File: src/rtl/itr_pkg.sv
// Shared types, constants and a helper function for the integer to radix text block.
package itr_pkg;

    localparam int WORD_W      = 32;
    localparam int RADIX_W     = 6;
    localparam int CHAR_W      = 7;
    localparam int DIV_BITS    = 4;
    localparam int DIV_CYCLES  = WORD_W / DIV_BITS;
    localparam int STEP_W      = $clog2(DIV_CYCLES);
    localparam int QUEUE_DEPTH = 2;
    localparam int QPTR_W      = $clog2(QUEUE_DEPTH);
    localparam int QCNT_W      = $clog2(QUEUE_DEPTH + 1);

    localparam logic [RADIX_W-1:0] RADIX_MIN = 6'd2;
    localparam logic [RADIX_W-1:0] RADIX_MAX = 6'd36;
    localparam logic [RADIX_W-1:0] RADIX_BIN = 6'd2;
    localparam logic [RADIX_W-1:0] RADIX_OCT = 6'd8;
    localparam logic [RADIX_W-1:0] RADIX_DEC = 6'd10;
    localparam logic [RADIX_W-1:0] RADIX_HEX = 6'd16;

    localparam logic [CHAR_W-1:0] CHAR_ZERO  = 7'h30;
    localparam logic [CHAR_W-1:0] CHAR_A     = 7'h61;
    localparam logic [CHAR_W-1:0] CHAR_MINUS = 7'h2D;
    localparam logic [CHAR_W-1:0] CHAR_X     = 7'h78;
    localparam logic [CHAR_W-1:0] CHAR_B     = 7'h62;

    typedef struct packed {
        logic signed [WORD_W-1:0] value;
        logic [RADIX_W-1:0]       radix;
    } itr_in_t;

    typedef struct packed {
        logic [CHAR_W-1:0] character;
        logic              last;
    } itr_out_t;

    typedef enum logic [1:0] {
        PFX_NONE,
        PFX_OCT,
        PFX_HEX,
        PFX_BIN
    } itr_prefix_t;

    typedef struct packed {
        logic [WORD_W-1:0]  magnitude;
        logic [RADIX_W-1:0] radix;
        logic               is_zero;
        logic               negative;
        itr_prefix_t        prefix;
    } itr_job_t;

    typedef enum logic [2:0] {
        ST_IDLE,
        ST_DIV,
        ST_SIGN,
        ST_PFX0,
        ST_PFX1,
        ST_READ,
        ST_SEND,
        ST_ZERO
    } itr_state_t;

    function automatic logic [CHAR_W-1:0] digit_char(input logic [RADIX_W-1:0] d);
        logic [CHAR_W-1:0] d_ext;
        d_ext = {1'b0, d};
        if (d < 6'd10) begin
            digit_char = CHAR_ZERO + d_ext;
        end else begin
            digit_char = CHAR_A + (d_ext - 7'd10);
        end
    endfunction

endpackage

File: src/rtl/itr_ram.sv
// Generic single-write, single-read RAM with a registered read port.
module itr_ram #(
    parameter int WIDTH = 6,
    parameter int DEPTH = 32
) (
    input  logic                     aclk,
    input  logic                     wr_en,
    input  logic [$clog2(DEPTH)-1:0] wr_addr,
    input  logic [WIDTH-1:0]         wr_data,
    input  logic [$clog2(DEPTH)-1:0] rd_addr,
    output logic [WIDTH-1:0]         rd_data
);

    logic [WIDTH-1:0] mem_reg [DEPTH];
    logic [WIDTH-1:0] rd_data_reg;

    always_ff @(posedge aclk) begin
        if (wr_en) begin
            mem_reg[wr_addr] <= wr_data;
        end
        rd_data_reg <= mem_reg[rd_addr];
    end

    assign rd_data = rd_data_reg;

endmodule

File: src/rtl/itr_front.sv
// Input stage: accepts items, drops bad bases and classifies each number into a job.
module itr_front (
    input  logic              s_valid,
    output logic              s_ready,
    input  itr_pkg::itr_in_t  s_data,
    input  logic              q_ready,
    output logic              q_push,
    output itr_pkg::itr_job_t q_job
);

    logic                           radix_ok;
    logic                           negative;
    logic [itr_pkg::WORD_W-1:0]     pattern;
    itr_pkg::itr_prefix_t           prefix;

    assign s_ready  = q_ready;
    assign radix_ok = (s_data.radix >= itr_pkg::RADIX_MIN) &&
                      (s_data.radix <= itr_pkg::RADIX_MAX);
    assign q_push   = s_valid && s_ready && radix_ok;
    assign pattern  = s_data.value;
    assign negative = (s_data.radix == itr_pkg::RADIX_DEC) && pattern[itr_pkg::WORD_W-1];

    always_comb begin
        unique case (s_data.radix)
            itr_pkg::RADIX_HEX: prefix = itr_pkg::PFX_HEX;
            itr_pkg::RADIX_OCT: prefix = itr_pkg::PFX_OCT;
            itr_pkg::RADIX_BIN: prefix = itr_pkg::PFX_BIN;
            default:            prefix = itr_pkg::PFX_NONE;
        endcase
    end

    always_comb begin
        q_job.magnitude = negative ? (~pattern + 32'd1) : pattern;
        q_job.radix     = s_data.radix;
        q_job.is_zero   = (pattern == '0);
        q_job.negative  = negative;
        q_job.prefix    = prefix;
    end

endmodule

File: src/rtl/itr_queue.sv
// Short job queue that decouples the input stage from the conversion engine.
module itr_queue (
    input  logic              aclk,
    input  logic              aresetn,
    input  logic              push,
    input  itr_pkg::itr_job_t push_job,
    output logic              push_ready,
    input  logic              pop,
    output logic              pop_valid,
    output itr_pkg::itr_job_t pop_job
);

    itr_pkg::itr_job_t              slot_reg [itr_pkg::QUEUE_DEPTH];
    logic [itr_pkg::QPTR_W-1:0]     wr_ptr_reg, wr_ptr_next;
    logic [itr_pkg::QPTR_W-1:0]     rd_ptr_reg, rd_ptr_next;
    logic [itr_pkg::QCNT_W-1:0]     count_reg, count_next;
    logic                           do_push, do_pop;

    assign push_ready = (count_reg != itr_pkg::QCNT_W'(itr_pkg::QUEUE_DEPTH));
    assign pop_valid  = (count_reg != '0);
    assign pop_job    = slot_reg[rd_ptr_reg];
    assign do_push    = push && push_ready;
    assign do_pop     = pop && pop_valid;

    always_comb begin
        wr_ptr_next = wr_ptr_reg;
        rd_ptr_next = rd_ptr_reg;
        count_next  = count_reg;
        if (do_push) begin
            wr_ptr_next = (wr_ptr_reg == itr_pkg::QPTR_W'(itr_pkg::QUEUE_DEPTH - 1)) ?
                          '0 : wr_ptr_reg + 1'b1;
        end
        if (do_pop) begin
            rd_ptr_next = (rd_ptr_reg == itr_pkg::QPTR_W'(itr_pkg::QUEUE_DEPTH - 1)) ?
                          '0 : rd_ptr_reg + 1'b1;
        end
        if (do_push && !do_pop) begin
            count_next = count_reg + 1'b1;
        end else if (do_pop && !do_push) begin
            count_next = count_reg - 1'b1;
        end
    end

    always_ff @(posedge aclk) begin
        if (!aresetn) begin
            wr_ptr_reg <= '0;
            rd_ptr_reg <= '0;
            count_reg  <= '0;
        end else begin
            wr_ptr_reg <= wr_ptr_next;
            rd_ptr_reg <= rd_ptr_next;
            count_reg  <= count_next;
        end
    end

    always_ff @(posedge aclk) begin
        if (do_push) begin
            slot_reg[wr_ptr_reg] <= push_job;
        end
    end

endmodule

File: src/rtl/itr_back.sv
// Conversion engine: iterative digit division into the digit memory, then character output.
module itr_back #(
    parameter int DIGIT_DEPTH = 32
) (
    input  logic              aclk,
    input  logic              aresetn,
    input  logic              q_valid,
    input  itr_pkg::itr_job_t q_job,
    output logic              q_pop,
    output logic              m_valid,
    input  logic              m_ready,
    output itr_pkg::itr_out_t m_data
);

    localparam int IDX_W = $clog2(DIGIT_DEPTH);
    localparam int CNT_W = $clog2(DIGIT_DEPTH + 1);

    itr_pkg::itr_state_t             state_reg, state_next;
    itr_pkg::itr_job_t               job_reg, job_next;
    logic [itr_pkg::WORD_W-1:0]      work_reg, work_next;
    logic [itr_pkg::RADIX_W:0]       acc_reg, acc_next;
    logic [itr_pkg::STEP_W-1:0]      step_reg, step_next;
    logic [CNT_W-1:0]                count_reg, count_next;
    logic [IDX_W-1:0]                idx_reg, idx_next;
    itr_pkg::itr_out_t               out_reg, out_next;
    logic                            out_valid_reg, out_valid_next;

    logic                            out_free;
    logic                            load;
    logic                            digit_done;
    logic [itr_pkg::WORD_W-1:0]      quot;
    logic [itr_pkg::RADIX_W:0]       rem;
    logic                            wr_en;
    logic [itr_pkg::RADIX_W-1:0]     rd_data;

    assign out_free   = !out_valid_reg || m_ready;
    assign digit_done = (step_reg == itr_pkg::STEP_W'(itr_pkg::DIV_CYCLES - 1));
    assign wr_en      = (state_reg == itr_pkg::ST_DIV) && digit_done;

    // Four restoring division steps per cycle on the shifting dividend.
    always_comb begin
        logic [itr_pkg::WORD_W-1:0] w;
        logic [itr_pkg::RADIX_W:0]  a;
        w = work_reg;
        a = acc_reg;
        for (int i = 0; i < itr_pkg::DIV_BITS; i++) begin
            a = {a[itr_pkg::RADIX_W-1:0], w[itr_pkg::WORD_W-1]};
            w = {w[itr_pkg::WORD_W-2:0], 1'b0};
            if (a >= {1'b0, job_reg.radix}) begin
                a    = a - {1'b0, job_reg.radix};
                w[0] = 1'b1;
            end
        end
        quot = w;
        rem  = a;
    end

    itr_ram #(
        .WIDTH (itr_pkg::RADIX_W),
        .DEPTH (DIGIT_DEPTH)
    ) u_digits (
        .aclk    (aclk),
        .wr_en   (wr_en),
        .wr_addr (count_reg[IDX_W-1:0]),
        .wr_data (rem[itr_pkg::RADIX_W-1:0]),
        .rd_addr (idx_reg),
        .rd_data (rd_data)
    );

    always_comb begin
        state_next = state_reg;
        unique case (state_reg)
            itr_pkg::ST_IDLE: begin
                if (q_valid) begin
                    state_next = q_job.is_zero ? itr_pkg::ST_ZERO : itr_pkg::ST_DIV;
                end
            end
            itr_pkg::ST_DIV: begin
                if (digit_done && (quot == '0)) begin
                    if (job_reg.negative) begin
                        state_next = itr_pkg::ST_SIGN;
                    end else if (job_reg.prefix != itr_pkg::PFX_NONE) begin
                        state_next = itr_pkg::ST_PFX0;
                    end else begin
                        state_next = itr_pkg::ST_READ;
                    end
                end
            end
            itr_pkg::ST_SIGN: begin
                if (out_free) begin
                    state_next = (job_reg.prefix != itr_pkg::PFX_NONE) ?
                                 itr_pkg::ST_PFX0 : itr_pkg::ST_READ;
                end
            end
            itr_pkg::ST_PFX0: begin
                if (out_free) begin
                    state_next = (job_reg.prefix == itr_pkg::PFX_OCT) ?
                                 itr_pkg::ST_READ : itr_pkg::ST_PFX1;
                end
            end
            itr_pkg::ST_PFX1: begin
                if (out_free) begin
                    state_next = itr_pkg::ST_READ;
                end
            end
            itr_pkg::ST_READ: begin
                state_next = itr_pkg::ST_SEND;
            end
            itr_pkg::ST_SEND: begin
                if (out_free) begin
                    state_next = (idx_reg == '0) ? itr_pkg::ST_IDLE : itr_pkg::ST_READ;
                end
            end
            itr_pkg::ST_ZERO: begin
                if (out_free) begin
                    state_next = itr_pkg::ST_IDLE;
                end
            end
            default: state_next = itr_pkg::ST_IDLE;
        endcase
    end

    always_comb begin
        q_pop              = 1'b0;
        load               = 1'b0;
        out_next           = out_reg;
        out_next.last      = 1'b0;
        unique case (state_reg)
            itr_pkg::ST_IDLE: begin
                q_pop = q_valid;
            end
            itr_pkg::ST_SIGN: begin
                load               = out_free;
                out_next.character = itr_pkg::CHAR_MINUS;
            end
            itr_pkg::ST_PFX0: begin
                load               = out_free;
                out_next.character = itr_pkg::CHAR_ZERO;
            end
            itr_pkg::ST_PFX1: begin
                load               = out_free;
                out_next.character = (job_reg.prefix == itr_pkg::PFX_HEX) ?
                                     itr_pkg::CHAR_X : itr_pkg::CHAR_B;
            end
            itr_pkg::ST_SEND: begin
                load               = out_free;
                out_next.character = itr_pkg::digit_char(rd_data);
                out_next.last      = (idx_reg == '0);
            end
            itr_pkg::ST_ZERO: begin
                load               = out_free;
                out_next.character = itr_pkg::CHAR_ZERO;
                out_next.last      = 1'b1;
            end
            default: begin
                load = 1'b0;
            end
        endcase
        if (!load) begin
            out_next = out_reg;
        end
        out_valid_next = load ? 1'b1 : (m_ready ? 1'b0 : out_valid_reg);
    end

    always_comb begin
        job_next   = job_reg;
        work_next  = work_reg;
        acc_next   = acc_reg;
        step_next  = step_reg;
        count_next = count_reg;
        idx_next   = idx_reg;
        if (q_pop) begin
            job_next   = q_job;
            work_next  = q_job.magnitude;
            acc_next   = '0;
            step_next  = '0;
            count_next = '0;
        end else if (state_reg == itr_pkg::ST_DIV) begin
            step_next = step_reg + 1'b1;
            if (digit_done) begin
                work_next  = quot;
                acc_next   = '0;
                count_next = count_reg + 1'b1;
                idx_next   = count_reg[IDX_W-1:0];
            end else begin
                work_next = quot;
                acc_next  = rem;
            end
        end else if ((state_reg == itr_pkg::ST_SEND) && out_free && (idx_reg != '0)) begin
            idx_next = idx_reg - 1'b1;
        end
    end

    always_ff @(posedge aclk) begin
        if (!aresetn) begin
            state_reg     <= itr_pkg::ST_IDLE;
            out_valid_reg <= 1'b0;
            step_reg      <= '0;
            count_reg     <= '0;
            idx_reg       <= '0;
        end else begin
            state_reg     <= state_next;
            out_valid_reg <= out_valid_next;
            step_reg      <= step_next;
            count_reg     <= count_next;
            idx_reg       <= idx_next;
        end
    end

    always_ff @(posedge aclk) begin
        job_reg  <= job_next;
        work_reg <= work_next;
        acc_reg  <= acc_next;
        out_reg  <= out_next;
    end

    assign m_valid = out_valid_reg;
    assign m_data  = out_reg;

    a_count_bound: assert property (@(posedge aclk) disable iff (!aresetn)
        count_reg <= CNT_W'(DIGIT_DEPTH))
        else $error("Digit count exceeds the digit memory depth.");

    a_read_written: assert property (@(posedge aclk) disable iff (!aresetn)
        (state_reg == itr_pkg::ST_READ || state_reg == itr_pkg::ST_SEND) |->
        ({1'b0, idx_reg} < count_reg))
        else $error("Digit read beyond the digits written for this number.");

    a_load_free: assert property (@(posedge aclk) disable iff (!aresetn)
        load |-> (!out_valid_reg || m_ready))
        else $error("Output register overwritten before its transfer.");

    a_last_idle: assert property (@(posedge aclk) disable iff (!aresetn)
        (load && out_next.last) |=> (state_reg == itr_pkg::ST_IDLE))
        else $error("Final character sent while the number is still in progress.");

endmodule

File: src/rtl/integer_to_radix_text.sv
// Top level of the integer to radix text converter.
// Each accepted item (a 32-bit value and a base from 2 to 36) becomes its text, one
// character per output transfer, most significant first, with last set on the final
// character; items with a base outside 2..36 are accepted and dropped. A nonzero value
// is first divided digit by digit (four restoring division steps per cycle over the
// 32-bit word), then any sign or prefix characters are sent, then each digit character
// through the registered digit memory read. A two-entry job queue lets new items be
// taken while a number is being converted, and the output register lets the divider
// start on the next number while the final character still waits.
module integer_to_radix_text #(
    parameter int DIGIT_DEPTH = 32
) (
    input  logic              aclk,
    input  logic              aresetn,
    input  logic              s_valid,
    output logic              s_ready,
    input  itr_pkg::itr_in_t  s_data,
    output logic              m_valid,
    input  logic              m_ready,
    output itr_pkg::itr_out_t m_data
);

    logic              q_ready;
    logic              q_push;
    itr_pkg::itr_job_t q_push_job;
    logic              q_valid;
    logic              q_pop;
    itr_pkg::itr_job_t q_pop_job;

    itr_front u_front (
        .s_valid (s_valid),
        .s_ready (s_ready),
        .s_data  (s_data),
        .q_ready (q_ready),
        .q_push  (q_push),
        .q_job   (q_push_job)
    );

    itr_queue u_queue (
        .aclk       (aclk),
        .aresetn    (aresetn),
        .push       (q_push),
        .push_job   (q_push_job),
        .push_ready (q_ready),
        .pop        (q_pop),
        .pop_valid  (q_valid),
        .pop_job    (q_pop_job)
    );

    itr_back #(
        .DIGIT_DEPTH (DIGIT_DEPTH)
    ) u_back (
        .aclk    (aclk),
        .aresetn (aresetn),
        .q_valid (q_valid),
        .q_job   (q_pop_job),
        .q_pop   (q_pop),
        .m_valid (m_valid),
        .m_ready (m_ready),
        .m_data  (m_data)
    );

endmodule
File: config.mk
export PLATFORM = sky130hd
export DESIGN_NAME = integer_to_radix_text
export DESIGN_NICKNAME = d
export VERILOG_FILES = /design/src/rtl/itr_pkg.sv /design/src/rtl/itr_ram.sv /design/src/rtl/itr_front.sv /design/src/rtl/itr_queue.sv /design/src/rtl/itr_back.sv /design/src/rtl/integer_to_radix_text.sv
export SDC_FILE = /design/constraint.sdc
export NUM_CORES = 1
export LEC_CHECK = 0
export CAP_MARGIN = 0
export CORE_MARGIN = 2
export CORE_UTILIZATION = 30
export CTS_CLUSTER_DIAMETER = 150
export CTS_CLUSTER_SIZE = 25
export DETAILED_ROUTE_END_ITERATION = 7
export DONT_BUFFER_PORTS = 1
export GPL_ROUTABILITY_DRIVEN = 1
export GPL_TIMING_DRIVEN = 0
export MAX_ROUTING_LAYER = met4
export PLACE_DENSITY_LB_ADDON = 0.15
export SLEW_MARGIN = 40
export SYNTH_ARGS = -nofsm -noshare
export SYNTH_HDL_FRONTEND = slang
export SYNTH_SLANG_ARGS = --single-unit
export TNS_END_PERCENT = 10
File: constraint.sdc
create_clock -name aclk -period 10.49 [get_ports aclk]
set_clock_uncertainty 0.15 [all_clocks]
set_input_delay 2.098 -clock aclk [delete_from_list [all_inputs] [get_ports aclk]]
set_output_delay 2.098 -clock aclk [all_outputs]
set_load 0.05 [all_outputs]
==> results of run 1 <==
-- logic make-up (layout without fill, tap and decap cells) --
| group | after synthesis | count (layout) | share of synthesized area |
|---|---|---|---|
| DFF | 359 | 359 | 0.6439 |
| and+or+nand+nor | 285 | 285 | 0.08335 |
| AOI/OAI and AO/OA | 176 | 176 | 0.06853 |
| muxes | 118 | 118 | 0.1206 |
| buffers and inverters | 90 | 131 | 0.02091 |
| xor gates and xnor gates | 54 | 54 | 0.02917 |
| adders and majority gates | 41 | 41 | 0.03349 |
-- area by class of cell --
class,count,area [sq um]
Timing Repair Buffer,9,165.2
Tap cell,696,870.8
Sequential cell,359,10440
Clock inverter,1,16.27
Multi-Input combinational cell,674,5508
Inverter,45,168.9
Fill cell,5261,35730
Buffer,45,178.9
Clock buffer,31,520.5
-- worst max path at each step --
stage | endpoint | slack [ns] | depth (start not counted)
finish | u_back.u_digits.mem_reg[5][1] | 0.91 | 31
global route | u_back.u_digits.mem_reg[5][1] | 0.19 | 31
CTS | u_back.u_digits.mem_reg[5][1] | 0.26 | 28
detailed placement | u_back.u_digits.mem_reg[5][1] | 0.35 | 28
global placement | u_back.u_digits.mem_reg[4][1] | -1.44 | 27
floorplan | u_back.u_digits.mem_reg[0][0] | 2.01 | 29
-- cells in the final DEF, fill, tap and decap left out, types with 4 or more instances in the layout --
master,count
clkbuf_1,45
edfxtp_1,325
nor2_1,86
nand2b_1,9
nor3_1,20
nor2b_1,7
a21boi_0,9
inv_1,43
fa_1,4
a21o_1,4
o211ai_1,4
nand4_1,5
o21ai_0,66
nand3_1,16
xor2_1,16
ha_1,37
mux2_2,19
and3_1,7
buf_2,5
o41ai_1,5
or2_2,5
buf_1,4
dfxtp_1,34
or4_1,5
clkbuf_16,19
buf_8,6
xnor2_1,38
o31ai_1,7
or3_1,8
mux2i_1,38
nand2_1,77
a21oi_1,36
mux4_2,60
o21a_1,5
and2_1,11
nor4_1,12
-- worst max-delay path, delay by kind of cell, from the launching register on --
kind	cells	cell delay, ns
AND/OR/NAND/NOR	12	2.66
AO/OA/AOI/OAI	9	3.22
multiplexers	2	0.56
adder cells (fa/ha/maj)	4	1.36
buffers and inverters	4	0.83
flip-flops	1	0.63
-- layer usage --
metal	part of all wire	up-vias	track usage	wire [um]
met2	0.50	123	0.2376	18930
met5	0	-	-	0
met3	0.028	31	0.01550	1064
met1	0.46	4542	0.1847	17600
met4	0.015	0	0.02244	577
li1	-	4347	-	-
-- stage by stage --
stage                       util  hold WS (ns)  instance area [sq um]  instances  worst slack (ns)
after floorplan                -        0.2900                  16210       1123             2.009
after global placement    0.3187        0.3028                  17080       1819            -1.436
after detailed placement  0.3230        0.3049                  17310       1828            0.3492
after CTS                 0.3330        0.3195                  17850       1860            0.2627
after global routing      0.3334        0.3383                  17870       1860            0.1914
final                     0.3334        0.3187                  17870       1860            0.9129
==> results.json, run 1 <==
{
  "status": "finished clean",
  "layout.nets": 1235,
  "cts_buffers": 18,
  "max_slew_margin": 0.4893,
  "synth_flop_cell": "edfxtp_1",
  "syn-num-nets": 1206,
  "syn_avg_cell_area_sq_um": 14.44,
  "grt_max_degree": 36,
  "drive_gt1_frac": 0.1229,
  "rsz0062_at_grt": "no",
  "start_util": 0.3025,
  "yosysTopAreaCell": "edfxtp_1",
  "path_clk_slew_ns": 0.11,
  "postRouteAntennaNets": 0,
  "cp.required_ns": 10.74,
  "cts_tree": "built",
  "largest_register_ffs": 192,
  "finalWirelength_mm": 38.18,
  "ys_top_cells_by_count": "325 x edfxtp_1, 89 x nor2_1, 77 x nand2_1, 67 x o21ai_0, 60 x mux4_2",
  "gp_congestion": 0.8379,
  "slowest_stage": "edfxtp_1",
  "period_needed_ns": 9.577,
  "yosys_warnings": 0,
  "rr_endpoint": "u_back.u_digits.mem_reg[5][1]",
  "netlist_top_cells_area": "edfxtp_1 60%, mux4_2 8.3%, dfxtp_1 4.2%, ha_1 2.9%, mux2i_1 2.4%",
  "worst_slew_pin_slew_ns": 0.7661,
  "fp.dieH_um": 236.5,
  "io_buffers": 0,
  "crit_fanout": 17,
  "arrival_ns": 9.83,
  "rrSetupSlack_ns": 0.91,
  "dr.pass1.iters": 5,
  "core_sq_mm": 0.05360,
  "insertion_delay_ns": 0.54,
  "slew_viol_final": 0,
  "critical_path_class": "reg2reg",
  "ys_async_sr_fraction": 0,
  "synth-seq-cells": 359,
  "hold_depth": 2,
  "postCtsSetupBuffers": 0,
  "grt_pass1_wl_mm": 57.90,
  "drcViolationCount": 0,
  "drtIter0Drc": 648,
  "viasPerCell": 4.862,
  "grtUsageTotal": 0.1401,
  "fin_crit_sh": 0.9130,
  "endpoint_kind": "flip-flop",
  "hp-start": "u_back.step_reg[2]",
  "finalHoldViolCount": 0,
  "diodes": 0,
  "r2r_cells": 31,
  "synth_cell_type_count": 66,
  "yosysMostFrequentCell": "edfxtp_1",
  "root_buffer": "clkbuf_16",
  "synth-seq-area-share": 0.6439,
  "grt_overflow": 0,
  "setup_viol_count_final": 0,
  "hold_path_class": "reg2reg",
  "hpwl_mm": 27.44,
  "crit_top_cell": "ha_1",
  "startpoint": "u_back.job_reg[5]",
  "pin_count": 52,
  "drv_cap": 0,
  "rr_startpoint": "u_back.job_reg[5]",
  "antenna_found_initial": 0,
  "routedWlPerCell_um": 20.53,
  "dr_total_vias": 9043,
  "tns_ns": 0,
  "fp-row-count": 85,
  "fp.dieW_um": 236.5,
  "grt_pass1_vias": 9294,
  "dieArea_sq_mm": 0.05592,
  "hold_buffers": 0,
  "cts_max_path_buffers": 3,
  "clock-sinks": 359,
  "synth-edff-count": 325,
  "post_cts_resized": 0,
  "min_to": "u_back.step_reg[2]",
  "netlist_area_sq_mm": 0.01621,
  "synthToLayoutAreaGrowth_pct": 10.21,
  "synth_top_area_frac": 0.6019,
  "cp-start-kind": "flip-flop",
  "max_freq_mhz": 104.4,
  "critPathMaxStageDelay_ns": 0.63,
  "htreeDepth": 1,
  "synthesis.instances": 1123
}
Power of run 1 is left out: the tool's default activity adds up to more than one toggle a clock period on the data nets, which glitch-free logic cannot reach.
==> inputs of run 2 (changes only) <==
- BUFFER_PORTS_ARGS: unset -> -buffer_cell sky130_fd_sc_hd__buf_2
- CELL_PAD_IN_SITES_DETAIL_PLACEMENT: unset -> 0
- CELL_PAD_IN_SITES_GLOBAL_PLACEMENT: unset -> 1
- DONT_BUFFER_PORTS: 1 -> unset
==> run 2 against run 1 <==
Critical path depth is 1 lower. Flip-flop and latch count unchanged. Routed wire length is 5.1% higher. Final cell count increased by 2.7%. Sequential share of layout area shrank 0.88 points. Non-clock buffer count is 50 higher. Global-route usage increased by 0.72 points. Critical path type unchanged. First-iteration DRC count rose by 4.5%. Worst setup slack got worse by 0.023 ns. Final area up 1.5%.
==> results.json, run 2 (synthesized netlist as in run 1, its figures left out) <==
{
  "timing.hold.ws_ns": 0.3199,
  "arrival_ns": 9.81,
  "max_freq_mhz": 104.2,
  "hold_path_class": "reg2reg",
  "finalWirelength_mm": 40.14,
  "status": "finished clean",
  "gp_congestion": 0.7859,
  "grt_max_degree": 35,
  "antenna_found_initial": 2,
  "crit_fanout": 21,
  "clock-sinks": 359,
  "grt_pass1_wl_mm": 60.27,
  "io_buffers": 51,
  "cp.required_ns": 10.70,
  "postRouteAntennaNets": 0,
  "fp.dieH_um": 236.5,
  "max_slew_margin": 0.4486,
  "period_needed_ns": 9.600,
  "setup_viol_count_final": 0,
  "dieArea_sq_mm": 0.05592,
  "critical_path_class": "reg2reg",
  "layout.nets": 1285,
  "critPathMaxStageDelay_ns": 0.66,
  "largest_register_ffs": 192,
  "grt_pass1_vias": 9419,
  "cp-start-kind": "flip-flop",
  "endpoint_kind": "flip-flop",
  "grtUsageTotal": 0.1473,
  "synthToLayoutAreaGrowth_pct": 11.90,
  "layout_commonest_cell": "edfxtp_1",
  "fp-row-count": 85,
  "drive_gt1_frac": 0.1590,
  "routedWlPerCell_um": 21.02,
  "postCtsSetupBuffers": 0,
  "mostFrequentLayoutCells": "325 x edfxtp_1, 86 x nor2_1, 77 x nand2_1, 65 x o21ai_0, 60 x mux4_2",
  "drtIter0Drc": 677,
  "finalHoldViolCount": 0,
  "tns_ns": 0,
  "diodes": 0,
  "grt_overflow": 0,
  "dr.pass1.iters": 4,
  "drv_cap": 0,
  "fin_crit_sh": 0.9152,
  "root_buffer": "clkbuf_16",
  "dr_total_vias": 9360,
  "post_cts_resized": 0,
  "crit_top_cell": "ha_1",
  "core_sq_mm": 0.05360,
  "slowest_stage": "mux2i_4",
  "rsz0062_at_grt": "no",
  "fp.dieW_um": 236.5,
  "drcViolationCount": 0,
  "pin_count": 52,
  "insertion_delay_ns": 0.54,
  "hold_buffers": 0,
  "cts_tree": "built",
  "hpwl_mm": 28.93,
  "worst_slew_pin_slew_ns": 0.8271,
  "cts_buffers": 18,
  "slew_viol_final": 0,
  "r2r_cells": 30,
  "viasPerCell": 4.901,
  "path_clk_slew_ns": 0.11,
  "start_util": 0.3025,
  "hold_depth": 2,
  "cts_max_path_buffers": 3,
  "htreeDepth": 1
}
-- run 2: cell type report --
cell class / count / area [sq um]
Fill cell: 5293 / 35460
Timing Repair Buffer: 59 / 426.7
Multi-Input combinational cell: 674 / 5519
Buffer: 45 / 180.2
Inverter: 45 / 168.9
Clock buffer: 31 / 520.5
Sequential cell: 359 / 10440
Clock inverter: 1 / 16.27
Tap cell: 696 / 870.8
-- run 2: worst max-delay path, delay by kind of cell, from the launching register on --
family          cells  cell delay (ns)
simple gates       10             1.88
flops               1             0.62
compound gates      9             3.16
buf+inv             4             0.87
fa+ha+maj           4             1.33
mux                 3             1.39
-- run 2: path summary, 6_finish.rpt --
kind / from / slack [ns] / endpoint
worst min register to register: u_back.step_reg[2] / 0.32 / u_back.step_reg[2]
worst min-delay path: u_back.step_reg[2] / 0.32 / u_back.step_reg[2]
worst max register to register: u_back.job_reg[5] / 0.89 / u_back.u_digits.mem_reg[7][3]
worst max-delay path: u_back.job_reg[5] / 0.89 / u_back.u_digits.mem_reg[7][3]
-- run 2: through the flow --
stage,std cells,worst slack (ns),utilization,area (sq um)
2_1_floorplan,1123,2.009,-,16210
3_3_place_gp,1870,-1.854,0.3235,17340
3_5_place_dp,1878,0.1953,0.3279,17570
4_1_cts,1910,0.1344,0.3379,18110
5_1_grt,1910,0.1090,0.3385,18140
6_report,1910,0.8900,0.3385,18140
-- run 2: per-layer routing --
layer,global-route usage,vias up,share of wire
met5,-,-,0
met4,0.02455,0,0.011
met3,0.01550,22,0.035
met2,0.2348,141,0.47
met1,0.2072,4750,0.48
li1,-,4447,-
Power of run 2 is left out for the same reason.
==> inputs of run 3 (changes only) <==
- SYNTH_HIERARCHICAL: unset -> 1
==> run 3 against run 2 <==
Count of clock-buffer cells in the layout fell by 1. Worst hold slack improved by 0.0041 ns. First-iteration DRC count fell by 11%. Synthesized area rose by 2.6%. Critical endpoint is now u_back/u_digits/mem_reg[27][4]. Register-to-register slack improved by 0.08 ns. Worst setup slack improved by 0.077 ns. Global-route usage barely moved. Largest cell class unchanged.
==> results.json, run 3 <==
{
  "post_cts_resized": 0,
  "met1_usage": 0.1987,
  "arrival_ns": 9.77,
  "max_slew_margin": 0.4538,
  "path_clk_slew_ns": 0.11,
  "drive_gt1_frac": 0.1994,
  "dieArea_sq_mm": 0.05735,
  "grt_pass1_vias": 9887,
  "synth_flop_cell": "edfxtp_1",
  "hpwl_mm": 29.05,
  "period_needed_ns": 9.523,
  "synth-edff-count": 325,
  "root_buffer": "clkbuf_16",
  "largest_register_ffs": 192,
  "multi_input_area_sq_mm": 0.005819,
  "synthToLayoutAreaGrowth_pct": 11.52,
  "cts_tree": "built",
  "cp.required_ns": 10.74,
  "crit_fanout": 17,
  "grtUsageTotal": 0.1474,
  "rrSetupSlack_ns": 0.97,
  "startpoint": "u_back/job_reg[5]",
  "postRouteAntennaNets": 0,
  "status": "finished clean",
  "finalHoldViolCount": 0,
  "grt_max_degree": 34,
  "drtIter0Drc": 604,
  "insertion_delay_ns": 0.55,
  "rr_endpoint": "u_back/u_digits/mem_reg[27][4]",
  "grt_pass1_wl_mm": 61.97,
  "dr_total_vias": 9586,
  "yosysTopAreaCell": "edfxtp_1",
  "layout_commonest_cell": "edfxtp_1",
  "cp-start-kind": "flip-flop",
  "regArea_sq_mm": 0.01044,
  "routedWlPerCell_um": 20.14,
  "diodes": 0,
  "netlist_area_sq_mm": 0.01664,
  "antenna_found_initial": 0,
  "yosysMostFrequentCell": "edfxtp_1",
  "synth_cell_type_count": 73,
  "viasPerCell": 4.764,
  "cts_buffers": 18,
  "grt_most_used_layer": "met2",
  "critical_path_class": "reg2reg",
  "io_buffers": 51,
  "synth-seq-cells": 359,
  "max_freq_mhz": 105.0,
  "mostFrequentLayoutCells": "325 x edfxtp_1, 129 x nand2_1, 94 x nor2_1, 62 x buf_2, 60 x mux4_2",
  "slew_viol_final": 0,
  "ys_top_cells_by_count": "325 x edfxtp_1, 130 x nand2_1, 94 x nor2_1, 60 x mux4_2, 51 x mux2_2",
  "fp-row-count": 86,
  "crit_path_end": "u_back/u_digits/mem_reg[27][4]",
  "syn-num-nets": 1254,
  "ys_async_sr_fraction": 0,
  "finalWirelength_mm": 40.52,
  "slowest_stage": "nor2_1",
  "gp_congestion": 0.8130,
  "crit_top_cell": "ha_1",
  "fp.dieW_um": 239.5,
  "clock-sinks": 359,
  "core_sq_mm": 0.05499,
  "hold_buffers": 0,
  "worst_slew_pin_slew_ns": 0.8194,
  "hold_path_class": "reg2reg",
  "fin_crit_sh": 0.9078,
  "grt_overflow": 0,
  "cts_max_path_buffers": 3,
  "layout.nets": 1332,
  "synthesis.instances": 1174,
  "rr_startpoint": "u_back/job_reg[5]",
  "drv_cap": 0,
  "synth_top_area_frac": 0.5866,
  "htreeDepth": 1,
  "endpoint_kind": "flip-flop",
  "drcViolationCount": 0,
  "pin_count": 52,
  "start_util": 0.3026,
  "r2r_cells": 29,
  "syn_avg_cell_area_sq_um": 14.17,
  "fp.dieH_um": 239.5,
  "final_util": 0.3374,
  "grt.met3_usage": 0.01648,
  "yosys_warnings": 6,
  "netlist_top_cells_area": "edfxtp_1 59%, mux4_2 8.1%, dfxtp_1 4.1%, mux2_2 3.5%, nand2_1 2.9%",
  "synth-seq-area-share": 0.6276,
  "rsz0062_at_grt": "no",
  "grtUsageMet2": 0.2413,
  "dr.pass1.iters": 5,
  "setup_viol_count_final": 0,
  "critPathMaxStageDelay_ns": 0.65,
  "fillers": 5432,
  "postCtsSetupBuffers": 0
}
## run 3: cell type report
type	instances	share of cell area
Inverter	36	0.007418
Buffer	56	0.01666
Sequential cell	359	0.5627
Multi-Input combinational cell	723	0.3137
Timing Repair Buffer	58	0.02064
Clock inverter	2	0.001753
Tap cell	748	0.05045
Clock buffer	30	0.02671
## run 3: critical path, delay by kind of cell (launching register included)
family | cells | cell delay [ns]
flops | 1 | 0.51
buf+inv | 2 | 0.47
compound gates | 17 | 4.82
simple gates | 4 | 1.16
mux | 2 | 0.91
fa+ha+maj | 4 | 1.35
## run 3: worst min path at each step
stage | from | to | slack, ns | cells after the start
floorplan | u_back/step_reg[1] | u_back/step_reg[1] | 0.29 | 2
global placement | u_back/step_reg[1] | u_back/step_reg[1] | 0.30 | 2
detailed placement | u_back/step_reg[2] | u_back/step_reg[2] | 0.31 | 2
CTS | u_back/step_reg[1] | u_back/step_reg[1] | 0.33 | 2
global route | u_back/step_reg[1] | u_back/step_reg[1] | 0.36 | 2
finish | u_back/step_reg[1] | u_back/step_reg[1] | 0.32 | 2
## run 3: logic make-up after synthesis
group,Yosys count,share of synthesized area
flops,359,0.6276
simple gates,353,0.1010
compound gates,161,0.06679
mux,118,0.1200
buf+inv,92,0.02640
xor+xnor,53,0.02790
fa+ha+maj,38,0.03039
## run 3: stage by stage
| stage | cells | cell area [sq um] | TNS (ns) | setup slack (ns) | hold WS, ns |
|---|---|---|---|---|---|
| 6_report | 2012 | 18550 | 0 | 0.9668 | 0.3240 |
| 5_1_grt | 2012 | 18550 | 0 | 0.04781 | 0.3597 |
| 4_1_cts | 2012 | 18540 | 0 | 0.7721 | 0.3285 |
| 3_5_place_dp | 1980 | 18020 | 0 | 0.8170 | 0.3112 |
| 3_3_place_gp | 1973 | 17830 | -153.25 | -1.478 | 0.3010 |
| 2_1_floorplan | 1174 | 16640 | 0 | 2.253 | 0.2900 |
## run 3: per-layer routing
| layer | wire length, um | vias to the layer above |
|---|---|---|
| met3 | 1213 | 37 |
| met5 | 0 | - |
| met1 | 19030 | 4804 |
| li1 | - | 4595 |
| met4 | 725 | 0 |
| met2 | 19550 | 150 |
Power of run 3 is left out for the same reason.
